File: src/hdl/ovl_pkg.sv
package ovl_pkg;

    localparam logic [1:0] CMD_INSERT = 2'd0;
    localparam logic [1:0] CMD_DELETE = 2'd1;
    localparam logic [1:0] CMD_SEARCH = 2'd2;

    localparam logic [1:0] STATUS_OK      = 2'd0;
    localparam logic [1:0] STATUS_FULL    = 2'd1;
    localparam logic [1:0] STATUS_MISSING = 2'd2;

    typedef struct packed {
        logic [1:0]         cmd;
        logic signed [31:0] value;
    } in_item_t;

    typedef struct packed {
        logic [1:0] status;
        logic       found;
        logic [3:0] position;
        logic [4:0] count;
    } out_item_t;

    typedef struct packed {
        logic write;
        logic compare;
        logic skip_head;
        logic scan;
        logic shift;
    } cell_ctrl_t;

    typedef enum logic [2:0] {
        S_IDLE,
        S_CMP,
        S_SCAN,
        S_SHIFT,
        S_DONE
    } ovl_state_t;

endpackage

File: src/hdl/ovl_cell.sv
module ovl_cell #(
    parameter int INDEX = 0,
    parameter int CNT_W = 5
) (
    input  logic               clk,
    input  logic               rst_n,
    input  ovl_pkg::cell_ctrl_t ctrl,
    input  logic [31:0]        key,
    input  logic [CNT_W-1:0]   count,
    input  logic [CNT_W-1:0]   shift_pos,
    input  logic [31:0]        next_value,
    input  logic               next_match,
    output logic [31:0]        value,
    output logic               match
);
    import ovl_pkg::*;

    localparam logic [CNT_W-1:0] IDX_C = CNT_W'(INDEX);

    logic [31:0] value_reg;
    logic [31:0] value_next;
    logic        match_reg;
    logic        match_next;
    logic        occupied;

    assign occupied = (count > IDX_C);

    always_comb
    begin
        value_next = value_reg;
        if (ctrl.write && (count == IDX_C))
        begin
            value_next = key;
        end
        else if (ctrl.shift && (IDX_C >= shift_pos))
        begin
            value_next = next_value;
        end
    end

    always_comb
    begin
        match_next = match_reg;
        if (ctrl.compare)
        begin
            match_next = occupied && (value_reg == key) && !(ctrl.skip_head && (INDEX == 0));
        end
        else if (ctrl.scan)
        begin
            match_next = next_match;
        end
    end

    always_ff @(posedge clk)
    begin
        value_reg <= value_next;
    end

    always_ff @(posedge clk or negedge rst_n)
    begin
        if (!rst_n)
        begin
            match_reg <= 1'b0;
        end
        else
        begin
            match_reg <= match_next;
        end
    end

    assign value = value_reg;
    assign match = match_reg;

endmodule

File: src/hdl/ordered_value_list.sv
// Insert: S_CMP writes the item unless the list is full; S_DONE registers the result.
// Search and delete: a compare step (S_CMP), then a scan (S_SCAN) over the positions
// until the first match or the last entry (a delete takes a head match only if none
// follows), a shift to close the gap on a delete hit, and S_DONE for the result.
// One item is in work at a time; the next is taken once the result is registered.
// Reset clears the entry count and the control state; stored values are not cleared.
module ordered_value_list #(
    parameter int DEPTH = 16
) (
    input  logic                clk,
    input  logic                rst_n,
    input  logic                in_valid,
    output logic                in_ready,
    input  ovl_pkg::in_item_t   in_item,
    output logic                out_valid,
    input  logic                out_ready,
    output ovl_pkg::out_item_t  out_item
);
    import ovl_pkg::*;

    localparam int CNT_W = $clog2(DEPTH + 1);
    localparam int EXT_W = (CNT_W > 5) ? CNT_W : 5;
    localparam logic [CNT_W-1:0] DEPTH_C = CNT_W'(DEPTH);

    ovl_state_t       state_reg;
    ovl_state_t       state_next;
    logic [1:0]       cmd_reg;
    logic [1:0]       cmd_next;
    logic [31:0]      key_reg;
    logic [31:0]      key_next;
    logic [CNT_W-1:0] count_reg;
    logic [CNT_W-1:0] count_next;
    logic [CNT_W-1:0] scan_reg;
    logic [CNT_W-1:0] scan_next;
    logic [CNT_W-1:0] pos_reg;
    logic [CNT_W-1:0] pos_next;
    logic             head_hit_reg;
    logic             head_hit_next;
    logic [1:0]       status_reg;
    logic [1:0]       status_next;
    logic             found_reg;
    logic             found_next;
    out_item_t        out_reg;
    out_item_t        out_next;
    logic             out_valid_reg;
    logic             out_valid_next;

    cell_ctrl_t       ctrl;
    logic [31:0]      value_chain [0:DEPTH];
    logic             match_chain [0:DEPTH];
    logic             scan_last;
    logic [CNT_W:0]   scan_inc;
    logic             slot_free;
    logic [EXT_W-1:0] count_ext;
    logic [EXT_W-1:0] pos_ext;

    assign value_chain[DEPTH] = '0;
    assign match_chain[DEPTH] = 1'b0;

    for (genvar i = 0; i < DEPTH; i++)
    begin : g_cell
        ovl_cell #(
            .INDEX (i),
            .CNT_W (CNT_W)
        ) u_cell (
            .clk        (clk),
            .rst_n      (rst_n),
            .ctrl       (ctrl),
            .key        (key_reg),
            .count      (count_reg),
            .shift_pos  (pos_reg),
            .next_value (value_chain[i+1]),
            .next_match (match_chain[i+1]),
            .value      (value_chain[i]),
            .match      (match_chain[i])
        );
    end

    assign scan_inc  = {1'b0, scan_reg} + 1'b1;
    assign scan_last = (scan_inc >= {1'b0, count_reg});
    assign slot_free = !out_valid_reg || out_ready;
    assign count_ext = EXT_W'(count_reg);
    assign pos_ext   = EXT_W'(pos_reg);

    always_comb
    begin
        state_next = state_reg;
        case (state_reg)
            S_IDLE:
            begin
                if (in_valid)
                begin
                    state_next = S_CMP;
                end
            end
            S_CMP:
            begin
                if ((cmd_reg == CMD_DELETE) || (cmd_reg == CMD_SEARCH))
                begin
                    state_next = S_SCAN;
                end
                else
                begin
                    state_next = S_DONE;
                end
            end
            S_SCAN:
            begin
                if (match_chain[0])
                begin
                    state_next = (cmd_reg == CMD_DELETE) ? S_SHIFT : S_DONE;
                end
                else if (scan_last)
                begin
                    state_next = ((cmd_reg == CMD_DELETE) && head_hit_reg) ? S_SHIFT : S_DONE;
                end
            end
            S_SHIFT:
            begin
                state_next = S_DONE;
            end
            S_DONE:
            begin
                if (slot_free)
                begin
                    state_next = S_IDLE;
                end
            end
            default:
            begin
                state_next = S_IDLE;
            end
        endcase
    end

    always_comb
    begin
        in_ready       = 1'b0;
        ctrl           = '0;
        cmd_next       = cmd_reg;
        key_next       = key_reg;
        count_next     = count_reg;
        scan_next      = scan_reg;
        pos_next       = pos_reg;
        head_hit_next  = head_hit_reg;
        status_next    = status_reg;
        found_next     = found_reg;
        out_next       = out_reg;
        out_valid_next = out_valid_reg && !out_ready;
        case (state_reg)
            S_IDLE:
            begin
                in_ready = 1'b1;
                if (in_valid)
                begin
                    cmd_next = in_item.cmd;
                    key_next = in_item.value;
                end
            end
            S_CMP:
            begin
                scan_next     = '0;
                pos_next      = '0;
                found_next    = 1'b0;
                status_next   = STATUS_OK;
                head_hit_next = (count_reg != '0) && (value_chain[0] == key_reg);
                case (cmd_reg)
                    CMD_INSERT:
                    begin
                        if (count_reg == DEPTH_C)
                        begin
                            status_next = STATUS_FULL;
                        end
                        else
                        begin
                            ctrl.write = 1'b1;
                            pos_next   = count_reg;
                            count_next = count_reg + 1'b1;
                        end
                    end
                    CMD_DELETE:
                    begin
                        ctrl.compare   = 1'b1;
                        ctrl.skip_head = 1'b1;
                    end
                    CMD_SEARCH:
                    begin
                        ctrl.compare = 1'b1;
                    end
                    default:
                    begin
                        status_next = STATUS_OK;
                    end
                endcase
            end
            S_SCAN:
            begin
                ctrl.scan = 1'b1;
                scan_next = scan_inc[CNT_W-1:0];
                if (match_chain[0])
                begin
                    pos_next    = scan_reg;
                    found_next  = 1'b1;
                    status_next = STATUS_OK;
                end
                else if (scan_last)
                begin
                    if ((cmd_reg == CMD_DELETE) && head_hit_reg)
                    begin
                        pos_next    = '0;
                        found_next  = 1'b1;
                        status_next = STATUS_OK;
                    end
                    else
                    begin
                        pos_next    = '0;
                        found_next  = 1'b0;
                        status_next = STATUS_MISSING;
                    end
                end
            end
            S_SHIFT:
            begin
                ctrl.shift = 1'b1;
                count_next = count_reg - 1'b1;
            end
            S_DONE:
            begin
                if (slot_free)
                begin
                    out_next.status   = status_reg;
                    out_next.found    = found_reg;
                    out_next.position = pos_ext[3:0];
                    out_next.count    = count_ext[4:0];
                    out_valid_next    = 1'b1;
                end
            end
            default:
            begin
                in_ready = 1'b0;
            end
        endcase
    end

    always_ff @(posedge clk or negedge rst_n)
    begin
        if (!rst_n)
        begin
            state_reg     <= S_IDLE;
            count_reg     <= '0;
            out_valid_reg <= 1'b0;
        end
        else
        begin
            state_reg     <= state_next;
            count_reg     <= count_next;
            out_valid_reg <= out_valid_next;
        end
    end

    always_ff @(posedge clk)
    begin
        cmd_reg      <= cmd_next;
        key_reg      <= key_next;
        scan_reg     <= scan_next;
        pos_reg      <= pos_next;
        head_hit_reg <= head_hit_next;
        status_reg   <= status_next;
        found_reg    <= found_next;
        out_reg      <= out_next;
    end

    assign out_valid = out_valid_reg;
    assign out_item  = out_reg;

endmodule
File: config.mk
export PLATFORM = sky130hd
export DESIGN_NAME = ordered_value_list
export DESIGN_NICKNAME = d
export VERILOG_FILES = /design/src/hdl/ovl_pkg.sv /design/src/hdl/ovl_cell.sv /design/src/hdl/ordered_value_list.sv
export SDC_FILE = /design/constraint.sdc
export NUM_CORES = 1
export LEC_CHECK = 0
export BUFFER_PORTS_ARGS = -buffer_cell sky130_fd_sc_hd__buf_4
export CORE_MARGIN = 1.5
export CORE_UTILIZATION = 50
export DETAILED_ROUTE_END_ITERATION = 6
export GPL_TIMING_DRIVEN = 0
export HOLD_SLACK_MARGIN = 0.03
export PLACE_DENSITY = 0.65
export RECOVER_POWER = 25
export SLEW_MARGIN = 20
export SYNTH_ARGS = -nofsm -noshare
export SYNTH_HDL_FRONTEND = slang
export SYNTH_HIERARCHICAL = 1
export SYNTH_SLANG_ARGS = --single-unit
export TNS_END_PERCENT = 5
File: constraint.sdc
create_clock -name clk -period 8.5 [get_ports clk]
set_input_delay 1.275 -clock clk [delete_from_list [all_inputs] [get_ports clk]]
set_output_delay 1.275 -clock clk [all_outputs]
set_load 0.01 [all_outputs]
==> results.json <==
{
  "status": "finished with violations",
  "violations": "capacitance limit, slew limit",
  "cts-root-buf": "clkbuf_16",
  "synth_area_sq_mm": 0.0327,
  "hp-start": "status_reg[0]",
  "critPathMostFrequentCell": "clkbuf_1",
  "hpwl_um": 67500,
  "worst_slack_ns": 2.45,
  "firstDrtPassIters": 5,
  "clock.fmax_mhz": 165,
  "io_pins": 52,
  "vias": 19600,
  "synth_cell_types": 80,
  "wl_met3_um": 5740,
  "required_ns": 8.74,
  "period_needed_ns": 6.05,
  "synth-seq-area-share_pct": 54.4,
  "crit_buf_inv": 3,
  "grt_max_degree": 34,
  "globalRoute.totalOverflow": 0,
  "post-cts-setup-buffers": 0,
  "cts_buffers": 67,
  "synthArstFlopShare_pct": 4.19,
  "clk_pin_slew_ns": 0.06,
  "io_buffers": 51,
  "end_kind": "register",
  "ys_seq_elements": 597,
  "dpl_worst_slack_ns": 4.67,
  "tns_ns": 0,
  "crit_path_top_delay_cell": "dfrtp_1",
  "crit_chain": "or4_1 -> o21ai_0 -> nor3_1 -> clkbuf_1 -> clkbuf_1 -> nor3b_1 -> buf_6 -> a21o_2",
  "grt_pass1_vias": 20400,
  "fillCellCount": 5210,
  "min_path_type": "register to register",
  "yosys.area.top_type": "edfxtp_1",
  "antenna_found_initial": 2,
  "drt-total-wl_um": 90600,
  "gp_congestion": 0.864,
  "largest_reg_flops": 512,
  "layout-drive-gt1-share_pct": 26.7,
  "cts-hold-fix-buffers": 0,
  "nNetsFinal": 2461,
  "antenna_left": 0,
  "cp_data_arrival_time_ns": 6.29,
  "wl_met1_um": 39000,
  "insertion_delay_ns": 0.61,
  "ys_top_cells_by_count": "edfxtp_1, xnor2_1, mux2_2",
  "wl_met2_um": 43500,
  "grt_setup_unrepaired": "false",
  "fin_skew_ns": 0.0303,
  "synth_edf_count": 572,
  "critPathKind": "register to register",
  "grt_pass1_wl_um": 134000,
  "hold_viol": 0,
  "syn_avg_cell_area_sq_um": 15.1,
  "htree_num_levels": 3,
  "yosysTopAreaCellShare_pct": 52.5,
  "finalCritPeriodShare_pct": 71.1,
  "synthTopCellsByArea": "edfxtp_1, xnor2_1, mux2_2",
  "clock-sinks": 597,
  "area_growth_pct": 14.7,
  "crit_family": "simple AND/OR/NAND/NOR gates",
  "die_x_um": 259,
  "power.leakage_uw": 0.0128,
  "viasPerCell": 5.91,
  "max_slew.worst_pin.slew_ns": 2.42,
  "ys.flop_type": "edfxtp_1",
  "netlist_instances": 2169,
  "maxCapViolCount": 5,
  "p_per_area_mw_per_mm2": 238,
  "post_cts_resized": 0,
  "synth.most_common_cell": "edfxtp_1",
  "die_area_sq_mm": 0.0670,
  "remaining_drc_errors": 0,
  "drt_iter0_drc": 1622,
  "cp_max_fo": 33,
  "coreArea_sq_mm": 0.0646,
  "cts_buffer_depth": 3,
  "start_kind": "register",
  "cts_tree": "yes",
  "relSlewSlack_pct": -61.3,
  "wl_per_cell_um": 27.3,
  "highest_layer": "met4",
  "floorplan.rows": 93,
  "irDropWorstVdd_v": 0.000206,
  "yosysWarnings": 6,
  "r2r_start": "count_ext[3]",
  "setup_viol": 0,
  "fp.dieH_um": 259,
  "track_usage_pct": 27.2,
  "finalMaxSlewViolations": 153,
  "cpPeakStageDelay_ns": 1.85,
  "critPathLaunch": "count_ext[3]",
  "start_util_pct": 50.7
}
## cells in the final DEF, fill, tap and decap left out, types with 25 or more instances in the layout
cell type  instances
clkbuf_1          56
nor4_1            60
xnor2_1          357
nand3_1           29
clkbuf_4          35
buf_8             63
mux2_1           159
edfxtp_1         572
nand4_1           88
clkbuf_16         69
mux2_2           257
conb_1            33
dfrtp_1           25
mux2_4            96
xor2_1           177
buf_6             29
## through the flow
step           util (%)  cells  power, uW  hold WS, ns  cell area [sq um]
5_1_grt            58.1   3319       9210        0.424              37500
4_1_cts            59.0   3319       9020        0.421              38100
2_1_floorplan         -   2201       5000        0.400              32800
3_5_place_dp       55.6   3197       6110        0.407              35900
3_3_place_gp       53.1   3107       5750        0.402              34300
6_report           58.1   3320       8920        0.420              37500
## cell families (layout without fill, tap and decap cells)
logic type | Yosys count | after routing | share of synthesized area (%)
adder cells (fa/ha/maj) | 12 | 12 | 0.482
AO/OA/AOI/OAI | 80 | 80 | 1.92
buffers and inverters | 79 | 342 | 2.10
other | 1 | 34 | 0.0115
AND/OR/NAND/NOR | 338 | 338 | 6.67
XOR/XNOR | 534 | 534 | 14.3
multiplexers | 528 | 528 | 20.1
flip-flops | 597 | 597 | 54.4
## metal layers
metal / track usage (%) / vias up
li1: - / 8685
met1: 36.7 / 10100
met4: 8.24 / 0
met3: 4.29 / 155
met5: 0 / -
met2: 45.1 / 703
## power breakdown
part	switching [uW]	internal, uW	leakage, uW
Clock	1190	1710	0.00107
Combinational	1190	917	0.00626
Sequential	406	3500	0.00551
## area by class of cell
type | count | area (sq um) | share of cell area [%]
inverter | 24 | 90.1 | 0.240
sequential | 597 | 17800 | 47.4
multi-input combinational | 1525 | 14000 | 37.3
clock buffer | 91 | 1850 | 4.93
timing repair buffer | 141 | 1890 | 5.03
tap | 855 | 1070 | 2.85
buffer | 55 | 492 | 1.31
antenna | 1 | 2.50 | 0.00667
clock inverter | 31 | 332 | 0.883
## worst paths after layout
kind / to / slack, ns / cells after the start
hold reg to reg: out_item[10] / 0.42 / 0
max in group asynchronous: g_cell[4].u_cell/match / 5.70 / 1
hold / removal: out_item[10] / 0.42 / 0
setup / recovery: g_cell[15].u_cell/value[5] / 2.45 / 8
setup reg to reg: g_cell[15].u_cell/value[5] / 2.45 / 8
min in group asynchronous: g_cell[2].u_cell/match / 1.41 / 1
No activity file was read; power rests on OpenSTA's default activity.
